**src/sv/dith4_pkg.sv**
```systemverilog
// ----------------------------------------------------------------------------
// dith4_pkg
// Shared types, constants and helpers of the four-level error-diffusion dither.
// ----------------------------------------------------------------------------
`default_nettype none

package dith4_pkg;

  // Field and register widths
  localparam int unsigned PixW      = 8;
  localparam int unsigned LevelW    = 2;
  localparam int unsigned ErrW      = 8;
  localparam int unsigned WidthRegW = 11;
  localparam int unsigned HeightW   = 16;
  localparam int unsigned CfgDataW  = 16;

  // Default line length
  localparam int unsigned MaxWidthDef = 1024;

  // Register reset values
  localparam logic [WidthRegW-1:0] WidthReset  = WidthRegW'(960);
  localparam logic [HeightW-1:0]   HeightReset = HeightW'(540);

  // Level thresholds on the adjusted value
  localparam logic [PixW-1:0] ThrWhite = 8'd213;
  localparam logic [PixW-1:0] ThrLight = 8'd128;
  localparam logic [PixW-1:0] ThrDark  = 8'd43;

  // Diffusion weights in sixteenths
  localparam logic signed [3:0] WgtRight     = 4'sd7;
  localparam logic signed [3:0] WgtBelow     = 4'sd5;
  localparam logic signed [3:0] WgtBelowLeft = 4'sd3;

  // Ink levels
  typedef enum logic [LevelW-1:0] {
    LvlWhite = 2'd0,
    LvlLight = 2'd1,
    LvlDark  = 2'd2,
    LvlBlack = 2'd3
  } level_e;

  // Configuration register indexes
  typedef enum logic [0:0] {
    CfgImageWidth  = 1'b0,
    CfgImageHeight = 1'b1
  } cfg_idx_e;

  // Stored error share
  typedef logic signed [ErrW-1:0] err_t;

  // Raster position flags of one pixel
  typedef struct packed {
    logic first_col;
    logic last_col;
    logic last_row;
    logic rd_ok;      // line entry was written in this frame
  } pos_t;

  // Grey value that a level stands for
  function automatic logic [PixW-1:0] level_value(input level_e lvl);
    logic [PixW-1:0] v;
    case (lvl)
      LvlWhite: v = 8'd255;
      LvlLight: v = 8'd170;
      LvlDark:  v = 8'd85;
      default:  v = 8'd0;
    endcase
    return v;
  endfunction

endpackage

`default_nettype wire

```
**src/sv/dith4_raster.sv**
```systemverilog
// ----------------------------------------------------------------------------
// dith4_raster
// Configuration registers, column and row counters, and the per-frame fill
// count of the error line.
// ----------------------------------------------------------------------------
`default_nettype none

module dith4_raster import dith4_pkg::*; #(
  parameter int unsigned MAX_WIDTH = MaxWidthDef,
  localparam int unsigned ColW = $clog2(MAX_WIDTH),
  localparam int unsigned FillW = $clog2(MAX_WIDTH + 1)
) (
  input  wire logic                clk_i,
  input  wire logic                rst_ni,
  input  wire logic                cfg_we_i,
  input  wire cfg_idx_e            cfg_idx_i,
  input  wire logic [CfgDataW-1:0] cfg_wdata_i,
  input  wire logic                acc_i,
  output logic      [ColW-1:0]     col_o,
  output pos_t                     pos_o
);

  // Compare width wide enough for the register and for MAX_WIDTH
  localparam int unsigned CmpW = (WidthRegW > FillW) ? WidthRegW : FillW;
  localparam logic [CmpW-1:0] MaxW = CmpW'(MAX_WIDTH);

  logic [WidthRegW-1:0] width_q, width_d;
  logic [HeightW-1:0]   height_q, height_d;
  logic [ColW-1:0]      col_q, col_d;
  logic [HeightW-1:0]   row_q, row_d;
  logic [FillW-1:0]     fill_q, fill_d;

  logic [CmpW-1:0]      w_eff;
  logic [HeightW-1:0]   h_eff;
  logic [FillW-1:0]     col_inc;
  logic                 frame_start;
  logic                 last_col;
  logic                 last_row;

  // Write configuration
  always_comb begin
    width_d  = width_q;
    height_d = height_q;
    if (cfg_we_i) begin
      case (cfg_idx_i)
        CfgImageWidth:  width_d  = cfg_wdata_i[WidthRegW-1:0];
        CfgImageHeight: height_d = cfg_wdata_i[HeightW-1:0];
        default: ;
      endcase
    end
  end

  // Clamp the frame size
  always_comb begin
    w_eff = CmpW'(width_q);
    if (width_q == '0) w_eff = CmpW'(1);
    else if (CmpW'(width_q) > MaxW) w_eff = MaxW;
    h_eff = (height_q == '0) ? HeightW'(1) : height_q;
  end

  assign col_inc     = FillW'(col_q) + FillW'(1);
  assign last_col    = CmpW'(col_inc) >= w_eff;
  assign last_row    = ({1'b0, row_q} + 17'd1) >= {1'b0, h_eff};
  assign frame_start = (col_q == '0) && (row_q == '0);

  assign col_o = col_q;
  assign pos_o = '{first_col: (col_q == '0),
                   last_col:  last_col,
                   last_row:  last_row,
                   rd_ok:     !frame_start && (FillW'(col_q) < fill_q)};

  // Advance the raster position and the fill count
  always_comb begin
    col_d  = col_q;
    row_d  = row_q;
    fill_d = fill_q;
    if (acc_i) begin
      if (last_col) begin
        col_d = '0;
        row_d = last_row ? '0 : row_q + HeightW'(1);
      end else begin
        col_d = col_inc[ColW-1:0];
      end
      if (frame_start) fill_d = FillW'(1);
      else if (col_inc > fill_q) fill_d = col_inc;
    end
  end

  always_ff @(posedge clk_i or negedge rst_ni) begin
    if (!rst_ni) begin
      width_q  <= WidthReset;
      height_q <= HeightReset;
      col_q    <= '0;
      row_q    <= '0;
      fill_q   <= '0;
    end else begin
      width_q  <= width_d;
      height_q <= height_d;
      col_q    <= col_d;
      row_q    <= row_d;
      fill_q   <= fill_d;
    end
  end

endmodule

`default_nettype wire

```
**config.mk**
```make
export PLATFORM = sky130hd
export DESIGN_NAME = dith4_raster
export DESIGN_NICKNAME = d
export VERILOG_FILES = /design/src/sv/dith4_pkg.sv /design/src/sv/dith4_raster.sv
export SDC_FILE = /design/constraint.sdc
export NUM_CORES = 1
export LEC_CHECK = 0
export BUFFER_PORTS_ARGS = -buffer_cell sky130_fd_sc_hd__clkbuf_2
export CAP_MARGIN = 20
export CORE_ASPECT_RATIO = 2
export CORE_MARGIN = 10
export CORE_UTILIZATION = 40
export DETAILED_ROUTE_END_ITERATION = 10
export MAX_ROUTING_LAYER = met4
export PLACE_DENSITY = 0.53
export SKIP_LAST_GASP = 1
export SLEW_MARGIN = 25
export SYNTH_ARGS = -nofsm -noshare
export SYNTH_HDL_FRONTEND = slang
export SYNTH_SLANG_ARGS = --single-unit
```
**constraint.sdc**
```tcl
create_clock -name clk_i -period 3.5 [get_ports clk_i]
set_clock_uncertainty 0.1 [all_clocks]
set_input_delay 0.525 -clock clk_i [delete_from_list [all_inputs] [get_ports clk_i]]
set_output_delay 0.525 -clock clk_i [all_outputs]
set_load 0.05 [all_outputs]
```
==> impl_metrics.csv <==
group,metric,value,unit
synth,synth-edff-count,0,
routing,drt_iter0_markers,91,
worst_setup_path,crit_path_max_fanout,6,
die,io_pins,35,
worst_setup_path,critPathArrivalTime,2.76,ns
synth,syn_nets,491,
cts,cts-root-buf,"clkbuf_16",
finish,nNetsFinal,565,
synth,syn_area_per_cell,10.17,um^2
synth,synthArstFlopShare,1.000,
synth,synth_seq_cells,64,
cts,hold_buffers,0,
synth,synth_seq_area_share,0.3790,
die,fp.dieW,92.90,um
routing,drc,0,
timing,relSlewSlack,0.4914,
timing,finalCriticalPeriod,3.389,ns
run,drv_cap,0,
worst_setup_path,cp-start-kind,"register",
cts,htreeDepth,3,
synth,ys.flop_type,"dfrtp_1",
die,coreArea,10480,um^2
synth,synth_cells,418,
routing,drt-total-wl,12090,um
cts,cts_buffers,9,
synth,synthTopCellsByCount,"dfrtp_1, ha_1, inv_1, nand2_1, mux2_2",
finish,final-instance-count-excl-fill,634,
finish,final_util,0.5060,
finish,diodes,0,
routing,dr.pass1.iters,4,
grt,grt_overflow_total,0,
power,p_per_area,649.2,nW/um^2
synth,synth_top_area_frac,0.3296,
power,p_leak,2.573,nW
synth,netlist_area,4252,um^2
grt,grt_antenna_before_repair,0,
die,dieArea,15400,um^2
die,start_util,0.4058,
cts,cts_sinks,64,
timing,worstMarginPinSlew,0.7611,ns
hold_path,worst_hold_path_type,"input port to async pin",
routing,dr_total_vias,3509,
timing,setup_viol_count_final,0,
cts,cts_tree,"yes",
grt,grt_max_degree,24,
worst_setup_path,r2r_slack,0.33,ns
synth,synth_cell_types,53,
timing,tns,0,ns
die,fp-row-count,53,
worst_setup_path,crit_slowest_cell,"dfrtp_1",
place,io_buffers,34,
synth,ys_top_cells_by_area,"dfrtp_1, ha_1, mux2_2, dfstp_2, a22o_1",
synth,yosys.cell_count.top_type,"dfrtp_1",
routing,wl_per_cell,19.07,um
cts,clock_tree.buffer_depth,2,
timing,hold_viol_final,0,
routing,vias_per_cell,5.535,
finish,syn_to_final_growth,24.69,%
worst_setup_path,max_stage_delay,0.37,ns
timing,timing.fmax,0.2951,GHz
grt,grt_pass1_wl,19270,um
die,die_h,165.8,um
worst_setup_path,path_cells,"and3_4 > and4_4 > nand3_4 > o21ai_2 > nand2_1 > ha_1 > and3_4 > nand2_1 > a311o_1 > nand3_4 > clkbuf_8",
grt,grt_pass1_vias,3829,
synth,yosys_warnings,0,
place,dp_slack,0.05156,ns
timing,rsz0062_at_grt,"true",
run_status,status,"finished, final reports clean",
worst_setup_path,cp-end-kind,"output pin",
timing,post-route-period-util,0.9684,
worst_setup_path,required,2.87,ns
place,gp_congestion,0.9219,
routing,ant_nets,0,
finish,fill_cells,1031,
place,dp_hpwl,9639,um
finish,drive_gt1_frac,0.3179,
synth,yosysTopAreaCell,"dfrtp_1",
grt,grt_util_all_layers,0.1650,
place,dp.cells,604,
power,ir_worst_vdd,0.0006370,V
timing,finalMaxSlewViolations,0,
timing,timing.final.ws_setup,0.1108,ns
cts,clock_latency,0.33,ns
worst_setup_path,path_class,"register to output pin",
cts,clkSlewWorstSetupHoldPaths,0.06,ns
-- per-stage QoR --
step	cell area, um^2	power (W)	hold WS (ns)
floorplan	4253	0.001960	0.1294
global placement	4743	0.002456	0.3855
detailed placement	4743	0.002488	0.3836
CTS	5134	0.003444	0.08645
global route	5301	0.003657	0.1008
finish	5301	0.003442	0.07876
-- cell families (layout without fill, tap and decap cells) --
kind of cell | count (synthesis) | count (layout) | share of synthesized area
AO/OA/AOI/OAI | 90 | 90 | 0.1580
buffers and inverters | 51 | 130 | 0.04973
multiplexers | 27 | 27 | 0.07122
adder cells (fa/ha/maj) | 52 | 52 | 0.1530
XOR/XNOR | 22 | 22 | 0.04532
AND/OR/NAND/NOR | 112 | 112 | 0.1436
flip-flops | 64 | 64 | 0.3790
-- final timing paths --
path,from,end,cells past startpoint
max in group asynchronous,rst_ni,width_q[0]$_DFFE_PN0P_,3
min reg2reg,fill_q[9]$_DFFE_PN0P_,fill_q[9]$_DFFE_PN0P_,1
min,rst_ni,height_q[13]$_DFFE_PN0P_,1
max reg2reg,col_o[1]$_DFFE_PN0P_,fill_q[0]$_DFFE_PN0P_,12
min in group clk_i,cfg_wdata_i[1],width_q[1]$_DFFE_PN0P_,3
max,row_q[4]$_DFFE_PN0P_,pos_o[1],11
-- flip-flops by register name (all words and copies together), names as in the netlist --
name and count:
row_q 16, fill_q 11, height_q 16, col_o 10
width_q 11
-- final cells by class --
| type | instances | area, um^2 | share of cell area |
|---|---|---|---|
| Clock inverter | 4 | 53.80 | 0.01015 |
| Sequential cell | 64 | 1618 | 0.3052 |
| Inverter | 36 | 135.1 | 0.02549 |
| Multi-Input combinational cell | 303 | 2561 | 0.4831 |
| Clock buffer | 12 | 246.5 | 0.04650 |
| Timing Repair Buffer | 78 | 515.5 | 0.09724 |
| Tap cell | 137 | 171.4 | 0.03233 |
-- cell usage in the layout (no fill, tap or decap), drive strengths merged, types with 8 or more instances in the layout --
cell type,instances
a21oi,15
a22o,22
buf,46
clkbuf,44
dfrtp,56
dfstp,8
ha,52
inv,36
mux2,26
nand2,36
nand3,11
nand4,9
nor2,15
nor4,8
o21ai,14
o2bb2ai,9
xnor2,15
-- worst max-delay path, delay by kind of cell (launching register included) --
family / cells / cell delay (ns)
and+or+nand+nor: 7 / 1.08
AOI/OAI and AO/OA: 2 / 0.50
buffers and inverters: 1 / 0.18
adders and majority gates: 1 / 0.29
DFF: 1 / 0.37
-- where the power goes --
part / switching, W / total, W / internal (W)
Sequential: 0.000106 / 0.000977 / 0.000871
Combinational: 0.000920 / 0.00155 / 0.000631
Clock: 0.000341 / 0.000914 / 0.000573
-- what timing repair did --
item	4_1_cts	5_1_grt
setup buffers	3	11
resized for setup	17	21
pin swaps	0	6
endpoints found under the setup margin	2	3
-- routing by layer --
metal	global-route usage	part of all wire
met3	0.02354	0.022
met5	-	0
met4	0.1208	0.064
met2	0.3046	0.57
met1	0.1439	0.34
No activity file was read; power rests on OpenSTA's default activity.
