**src/sv/dith4_pkg.sv**
```systemverilog
// ----------------------------------------------------------------------------
// dith4_pkg
// Shared types, constants and helpers of the four-level error-diffusion dither.
// ----------------------------------------------------------------------------
`default_nettype none

package dith4_pkg;

  // Field and register widths
  localparam int unsigned PixW      = 8;
  localparam int unsigned LevelW    = 2;
  localparam int unsigned ErrW      = 8;
  localparam int unsigned WidthRegW = 11;
  localparam int unsigned HeightW   = 16;
  localparam int unsigned CfgDataW  = 16;

  // Default line length
  localparam int unsigned MaxWidthDef = 1024;

  // Register reset values
  localparam logic [WidthRegW-1:0] WidthReset  = WidthRegW'(960);
  localparam logic [HeightW-1:0]   HeightReset = HeightW'(540);

  // Level thresholds on the adjusted value
  localparam logic [PixW-1:0] ThrWhite = 8'd213;
  localparam logic [PixW-1:0] ThrLight = 8'd128;
  localparam logic [PixW-1:0] ThrDark  = 8'd43;

  // Diffusion weights in sixteenths
  localparam logic signed [3:0] WgtRight     = 4'sd7;
  localparam logic signed [3:0] WgtBelow     = 4'sd5;
  localparam logic signed [3:0] WgtBelowLeft = 4'sd3;

  // Ink levels
  typedef enum logic [LevelW-1:0] {
    LvlWhite = 2'd0,
    LvlLight = 2'd1,
    LvlDark  = 2'd2,
    LvlBlack = 2'd3
  } level_e;

  // Configuration register indexes
  typedef enum logic [0:0] {
    CfgImageWidth  = 1'b0,
    CfgImageHeight = 1'b1
  } cfg_idx_e;

  // Stored error share
  typedef logic signed [ErrW-1:0] err_t;

  // Raster position flags of one pixel
  typedef struct packed {
    logic first_col;
    logic last_col;
    logic last_row;
    logic rd_ok;      // line entry was written in this frame
  } pos_t;

  // Grey value that a level stands for
  function automatic logic [PixW-1:0] level_value(input level_e lvl);
    logic [PixW-1:0] v;
    case (lvl)
      LvlWhite: v = 8'd255;
      LvlLight: v = 8'd170;
      LvlDark:  v = 8'd85;
      default:  v = 8'd0;
    endcase
    return v;
  endfunction

endpackage

`default_nettype wire

```
**src/sv/dith4_quant.sv**
```systemverilog
// ----------------------------------------------------------------------------
// dith4_quant
// Compute stage: adds carried errors, quantizes to four levels, spreads the
// error and writes back the line, then holds the result word.
// ----------------------------------------------------------------------------
`default_nettype none

module dith4_quant import dith4_pkg::*; #(
  parameter int unsigned MAX_WIDTH = MaxWidthDef,
  localparam int unsigned ColW = $clog2(MAX_WIDTH)
) (
  input  wire logic            clk_i,
  input  wire logic            rst_ni,
  input  wire logic            en_i,
  input  wire logic            acc_i,
  input  wire logic [PixW-1:0] pix_i,
  input  wire logic [ColW-1:0] col_i,
  input  wire pos_t            pos_i,
  input  wire err_t            rd_data_i,
  input  wire logic            fwd_hit_i,
  input  wire err_t            fwd_data_i,
  output logic                 wr_en_o,
  output logic      [ColW-1:0] wr_addr_o,
  output err_t                 wr_data_o,
  output logic                 out_valid_o,
  output level_e               ink_o,
  output logic                 row_end_o,
  output logic                 frame_end_o
);

  // Stage A: accepted pixel waiting for its line read
  logic            a_valid_q, a_valid_d;
  logic [PixW-1:0] a_pix_q;
  logic [ColW-1:0] a_col_q;
  pos_t            a_pos_q;

  // Diffusion state
  err_t            rc_q, rc_d;
  err_t            pbr_q, pbr_d;
  err_t            part_q, part_d;
  logic [ColW-1:0] part_addr_q, part_addr_d;
  logic            part_valid_q, part_valid_d;

  // Result word
  logic            out_valid_q, out_valid_d;
  level_e          ink_q;
  logic            row_end_q;
  logic            frame_end_q;

  logic               step;
  logic               part_hit;
  err_t               below;
  err_t               rc_in;
  err_t               pbr_in;
  logic signed [9:0]  val;
  logic [PixW-1:0]    vc;
  level_e             lvl;
  logic signed [8:0]  err;
  logic signed [11:0] err_x;
  err_t               f7, f5, f3, f1;
  err_t               add3;

  assign step = en_i && a_valid_q;

  // Pick the newest copy of this column's line entry
  assign part_hit = part_valid_q && (part_addr_q == a_col_q);
  always_comb begin
    below = '0;
    if (a_pos_q.rd_ok) begin
      if (part_hit) below = part_q;
      else if (fwd_hit_i) below = fwd_data_i;
      else below = rd_data_i;
    end
  end

  assign rc_in  = a_pos_q.first_col ? err_t'(0) : rc_q;
  assign pbr_in = a_pos_q.first_col ? err_t'(0) : pbr_q;

  // Adjust, clamp and quantize
  assign val = $signed({2'b00, a_pix_q}) + 10'(rc_in) + 10'(below);
  always_comb begin
    if (val < 0) vc = '0;
    else if (val > 10'sd255) vc = 8'd255;
    else vc = val[PixW-1:0];
    if (vc >= ThrWhite) lvl = LvlWhite;
    else if (vc >= ThrLight) lvl = LvlLight;
    else if (vc >= ThrDark) lvl = LvlDark;
    else lvl = LvlBlack;
  end

  // Weigh the error in sixteenths, floor by arithmetic shift
  assign err   = $signed({1'b0, vc}) - $signed({1'b0, level_value(lvl)});
  assign err_x = 12'(err);
  assign f7    = err_t'((err_x * 12'(WgtRight)) >>> 4);
  assign f5    = err_t'((err_x * 12'(WgtBelow)) >>> 4);
  assign f3    = err_t'((err_x * 12'(WgtBelowLeft)) >>> 4);
  assign f1    = err_t'(err_x >>> 4);

  assign add3 = (a_pos_q.first_col || a_pos_q.last_row) ? err_t'(0) : f3;

  // Write back the finished entry of the previous column
  assign wr_en_o   = step && part_valid_q;
  assign wr_addr_o = part_addr_q;
  assign wr_data_o = err_t'(part_q + add3);

  // Advance the diffusion state
  always_comb begin
    rc_d         = rc_q;
    pbr_d        = pbr_q;
    part_d       = part_q;
    part_addr_d  = part_addr_q;
    part_valid_d = part_valid_q;
    if (step) begin
      rc_d         = f7;
      pbr_d        = (a_pos_q.last_row || a_pos_q.last_col) ? err_t'(0) : f1;
      part_d       = a_pos_q.last_row ? err_t'(0) : err_t'(pbr_in + f5);
      part_addr_d  = a_col_q;
      part_valid_d = 1'b1;
    end
  end

  assign a_valid_d   = en_i ? acc_i : a_valid_q;
  assign out_valid_d = en_i ? a_valid_q : out_valid_q;

  // Hold payload while stalled
  always_ff @(posedge clk_i) begin
    if (en_i) begin
      a_pix_q <= pix_i;
      a_col_q <= col_i;
      a_pos_q <= pos_i;
    end
    if (step) begin
      ink_q       <= lvl;
      row_end_q   <= a_pos_q.last_col;
      frame_end_q <= a_pos_q.last_col && a_pos_q.last_row;
    end
  end

  always_ff @(posedge clk_i or negedge rst_ni) begin
    if (!rst_ni) begin
      a_valid_q    <= 1'b0;
      out_valid_q  <= 1'b0;
      rc_q         <= '0;
      pbr_q        <= '0;
      part_q       <= '0;
      part_addr_q  <= '0;
      part_valid_q <= 1'b0;
    end else begin
      a_valid_q    <= a_valid_d;
      out_valid_q  <= out_valid_d;
      rc_q         <= rc_d;
      pbr_q        <= pbr_d;
      part_q       <= part_d;
      part_addr_q  <= part_addr_d;
      part_valid_q <= part_valid_d;
    end
  end

  assign out_valid_o = out_valid_q;
  assign ink_o       = ink_q;
  assign row_end_o   = row_end_q;
  assign frame_end_o = frame_end_q;

endmodule

`default_nettype wire

```
**config.mk**
```make
export PLATFORM = sky130hd
export DESIGN_NAME = dith4_quant
export DESIGN_NICKNAME = d
export VERILOG_FILES = /design/src/sv/dith4_pkg.sv /design/src/sv/dith4_quant.sv
export SDC_FILE = /design/constraint.sdc
export NUM_CORES = 1
export LEC_CHECK = 0
export ABC_AREA = 0
export BUFFER_PORTS_ARGS = -buffer_cell sky130_fd_sc_hd__buf_2
export CORE_MARGIN = 2
export CORE_UTILIZATION = 28
export CTS_BUF_LIST = sky130_fd_sc_hd__clkbuf_16
export DETAILED_ROUTE_END_ITERATION = 10
export GPL_TIMING_DRIVEN = 0
export PLACE_DENSITY_LB_ADDON = 0.08
export RECOVER_POWER = 50
export SYNTH_ARGS = -nofsm -noshare
export SYNTH_HDL_FRONTEND = slang
export SYNTH_SLANG_ARGS = --single-unit
```
**constraint.sdc**
```tcl
create_clock -name clk_i -period 42.5 [get_ports clk_i]
set_input_delay 10.625 -clock clk_i [delete_from_list [all_inputs] [get_ports clk_i]]
set_output_delay 10.625 -clock clk_i [all_outputs]
set_load 0.1 [all_outputs]
```
==> results.json <==
{
  "status": "complete, but fails checks",
  "violations": "max-capacitance violations, max-slew violations",
  "insertion_delay_ns": 0.34,
  "core_sq_mm": 0.01883,
  "netlist_top_cells_area": "dfrtp_1 16%, ha_1 16%, edfxtp_1 14%",
  "yosys_most_used_dff": "dfrtp_1",
  "dp_hpwl_mm": 11.63,
  "worstPathRequired_ns": 31.87,
  "start_util_pct": 28.65,
  "io_buffers": 65,
  "worst_slew_pin_slew_ns": 2.090,
  "yosysMostFrequentCell": "ha_1",
  "n_antenna_cell": 0,
  "cp-start-kind": "input port",
  "max_slew_margin_pct": -39.33,
  "cts_root_buffer": "clkbuf_16",
  "ant_nets": 0,
  "final_area_sq_mm": 0.006367,
  "crit_path_max_incr_delay_ns": 0.59,
  "cts_hold_buf": 0,
  "drive_gt1_share_pct": 17.52,
  "fillers": 1962,
  "grt_max_degree": 35,
  "cap_violations": 2,
  "die-area_sq_mm": 0.02039,
  "io_pins": 67,
  "grt_usage_pct": 14.86,
  "drt_wl_total_mm": 14.11,
  "grt_pass1_vias": 4414,
  "gp_congestion": 0.8033,
  "seq_area_sq_mm": 0.001632,
  "cts_setup_buffers": 0,
  "clock_skew_ns": 0.01013,
  "criticalPathCategory": "in -> out",
  "synth_nets": 678,
  "pre_cts_slack_ns": 12.54,
  "htreeDepth": 3,
  "setup_ws_ns": 12.51,
  "wire_per_inst_microns": 15.89,
  "rrSetupSlack_ns": 33.30,
  "die_y_microns": 142.8,
  "synth_cell_types": 61,
  "yosys.area.top_type": "dfrtp_1",
  "hold_path_class": "reg -> reg",
  "rows": 50,
  "synth_area_sq_mm": 0.005395,
  "holdCritStartpoint": "a_pos_q[2]",
  "vias": 4114,
  "fin_tns_setup_ns": 0,
  "cts_buffers": 9,
  "arrival_ns": 19.37,
  "clock-sinks": 60,
  "synth-seq-area-share_pct": 30.24,
  "crit_start": "fwd_hit_i",
  "fmax_mhz": 33.34,
  "cts.clk_slew.worst_paths_ns": 0.06,
  "yosysTopAreaCellShare_pct": 15.77,
  "rsz0062_at_grt": "false",
  "cts-resized-gates": 0,
  "finalNetCount": 754,
  "fin_util_pct": 33.81,
  "area_growth_pct": 18.02,
  "min_period_ns": 29.99,
  "dpl_cell_area_sq_mm": 0.006046,
  "drc": 0,
  "endpoint_kind": "output pin",
  "overflow": 0,
  "multi_input_area_sq_mm": 0.003523,
  "synthTopCellsByCount": "68 x ha_1, 49 x inv_1, 34 x dfrtp_1",
  "avgSynthCellArea_sq_um": 9.863,
  "cp_max_fo": 9,
  "grt_pass1_wl_mm": 23.11,
  "synth_cells": 547,
  "cpMaxStageDelayCell": "a21oi_1",
  "synth_warnings": 0,
  "drt_iter0_drc": 165,
  "cts_tree": "done",
  "hold_viol": 0,
  "synth_edf_count": 26,
  "drt-pass1-iter-count": 4,
  "slew_violations": 62,
  "post_drt_via_cell_ratio": 4.633,
  "setup-violations-final": 0,
  "antenna_found_initial": 0,
  "cts_buffer_depth": 2,
  "die_w_microns": 142.8,
  "ys_ff_latch": 60,
  "async_flop_share_pct": 56.67,
  "fin_crit_sh_pct": 70.56,
  "reg2reg_from": "a_col_q[7]"
}
==> registers in the layout (all words and copies together) (netlist names) <==
register,flops
a_col_q,10
a_pix_q,8
a_pos_q,4
a_valid_q,1
frame_end_o,1
ink_o,2
out_valid_o,1
part_q,8
part_valid_q,1
pbr_q,5
rc_q,8
row_end_o,1
wr_addr_o,10
==> cells by family after synthesis <==
| family | share of synthesized area [%] |
|---|---|
| compound gates | 13.96 |
| fa+ha+maj | 23.19 |
| buf+inv | 4.453 |
| flops | 30.24 |
| mux | 5.241 |
| simple gates | 14.15 |
| xor+xnor | 8.766 |
==> layer usage <==
metal | track usage, % | share of wire [%]
met2 | 24.97 | 47
met3 | 2.280 | 1.7
met4 | 4.221 | 1.6
met1 | 19.86 | 49
met5 | 0 | 0
==> final cells by class <==
cell class | count | area share (%)
clock buffer | 9 | 3.537
buffer | 12 | 0.8253
multi-input combinational | 425 | 55.34
clock inverter | 7 | 1.552
inverter | 50 | 2.948
sequential | 60 | 25.62
timing repair buffer | 65 | 5.070
tap | 260 | 5.109
==> worst max-delay path, delay by kind of cell <==
| kind | cells | cell delay [ns] |
|---|---|---|
| buffers and inverters | 5 | 1.02 |
| and+or+nand+nor | 5 | 0.76 |
| muxes | 2 | 0.52 |
| AOI/OAI and AO/OA | 15 | 3.78 |
| adders and majority gates | 6 | 2.15 |
| xor gates and xnor gates | 2 | 0.48 |
==> path summary, 6_finish.rpt <==
check | endpoint | cells past startpoint
max reg2reg | part_q[7] | 38
min in group asynchronous | wr_addr_o[2] | 1
max | wr_data_o[7] | 35
max in group asynchronous | rc_q[6] | 1
min | row_end_o | 0
min reg2reg | row_end_o | 0
==> per-stage QoR <==
stage,std cells,hold slack (ns)
after floorplan,547,0.4407
after global placement,872,0.4619
after detailed placement,872,0.4688
after CTS,888,0.4837
after global routing,888,0.4935
final,888,0.4793
==> layout by cell type, fill, tap and decap left out, types with 5 or more instances in the layout <==
| master | n |
|---|---|
| a22o_1 | 8 |
| o21ai_0 | 28 |
| a21oi_1 | 26 |
| inv_1 | 49 |
| nor3_1 | 8 |
| o21a_1 | 6 |
| xnor2_1 | 33 |
| xor2_1 | 14 |
| nand4_1 | 5 |
| nand2_1 | 32 |
| nand3_1 | 9 |
| dfrtp_1 | 34 |
| mux2i_1 | 8 |
| or3_1 | 6 |
| nor2_1 | 29 |
| buf_2 | 63 |
| nor2b_1 | 26 |
| clkbuf_16 | 9 |
| edfxtp_1 | 26 |
| clkbuf_1 | 12 |
| a21o_1 | 9 |
| nand2b_1 | 13 |
| o211ai_1 | 5 |
| mux2_2 | 18 |
| o21ai_1 | 5 |
| ha_1 | 68 |
| fa_1 | 20 |
Power is not shown: default switching activity piles up to over one toggle a cycle in this logic, so the estimate is an artifact.
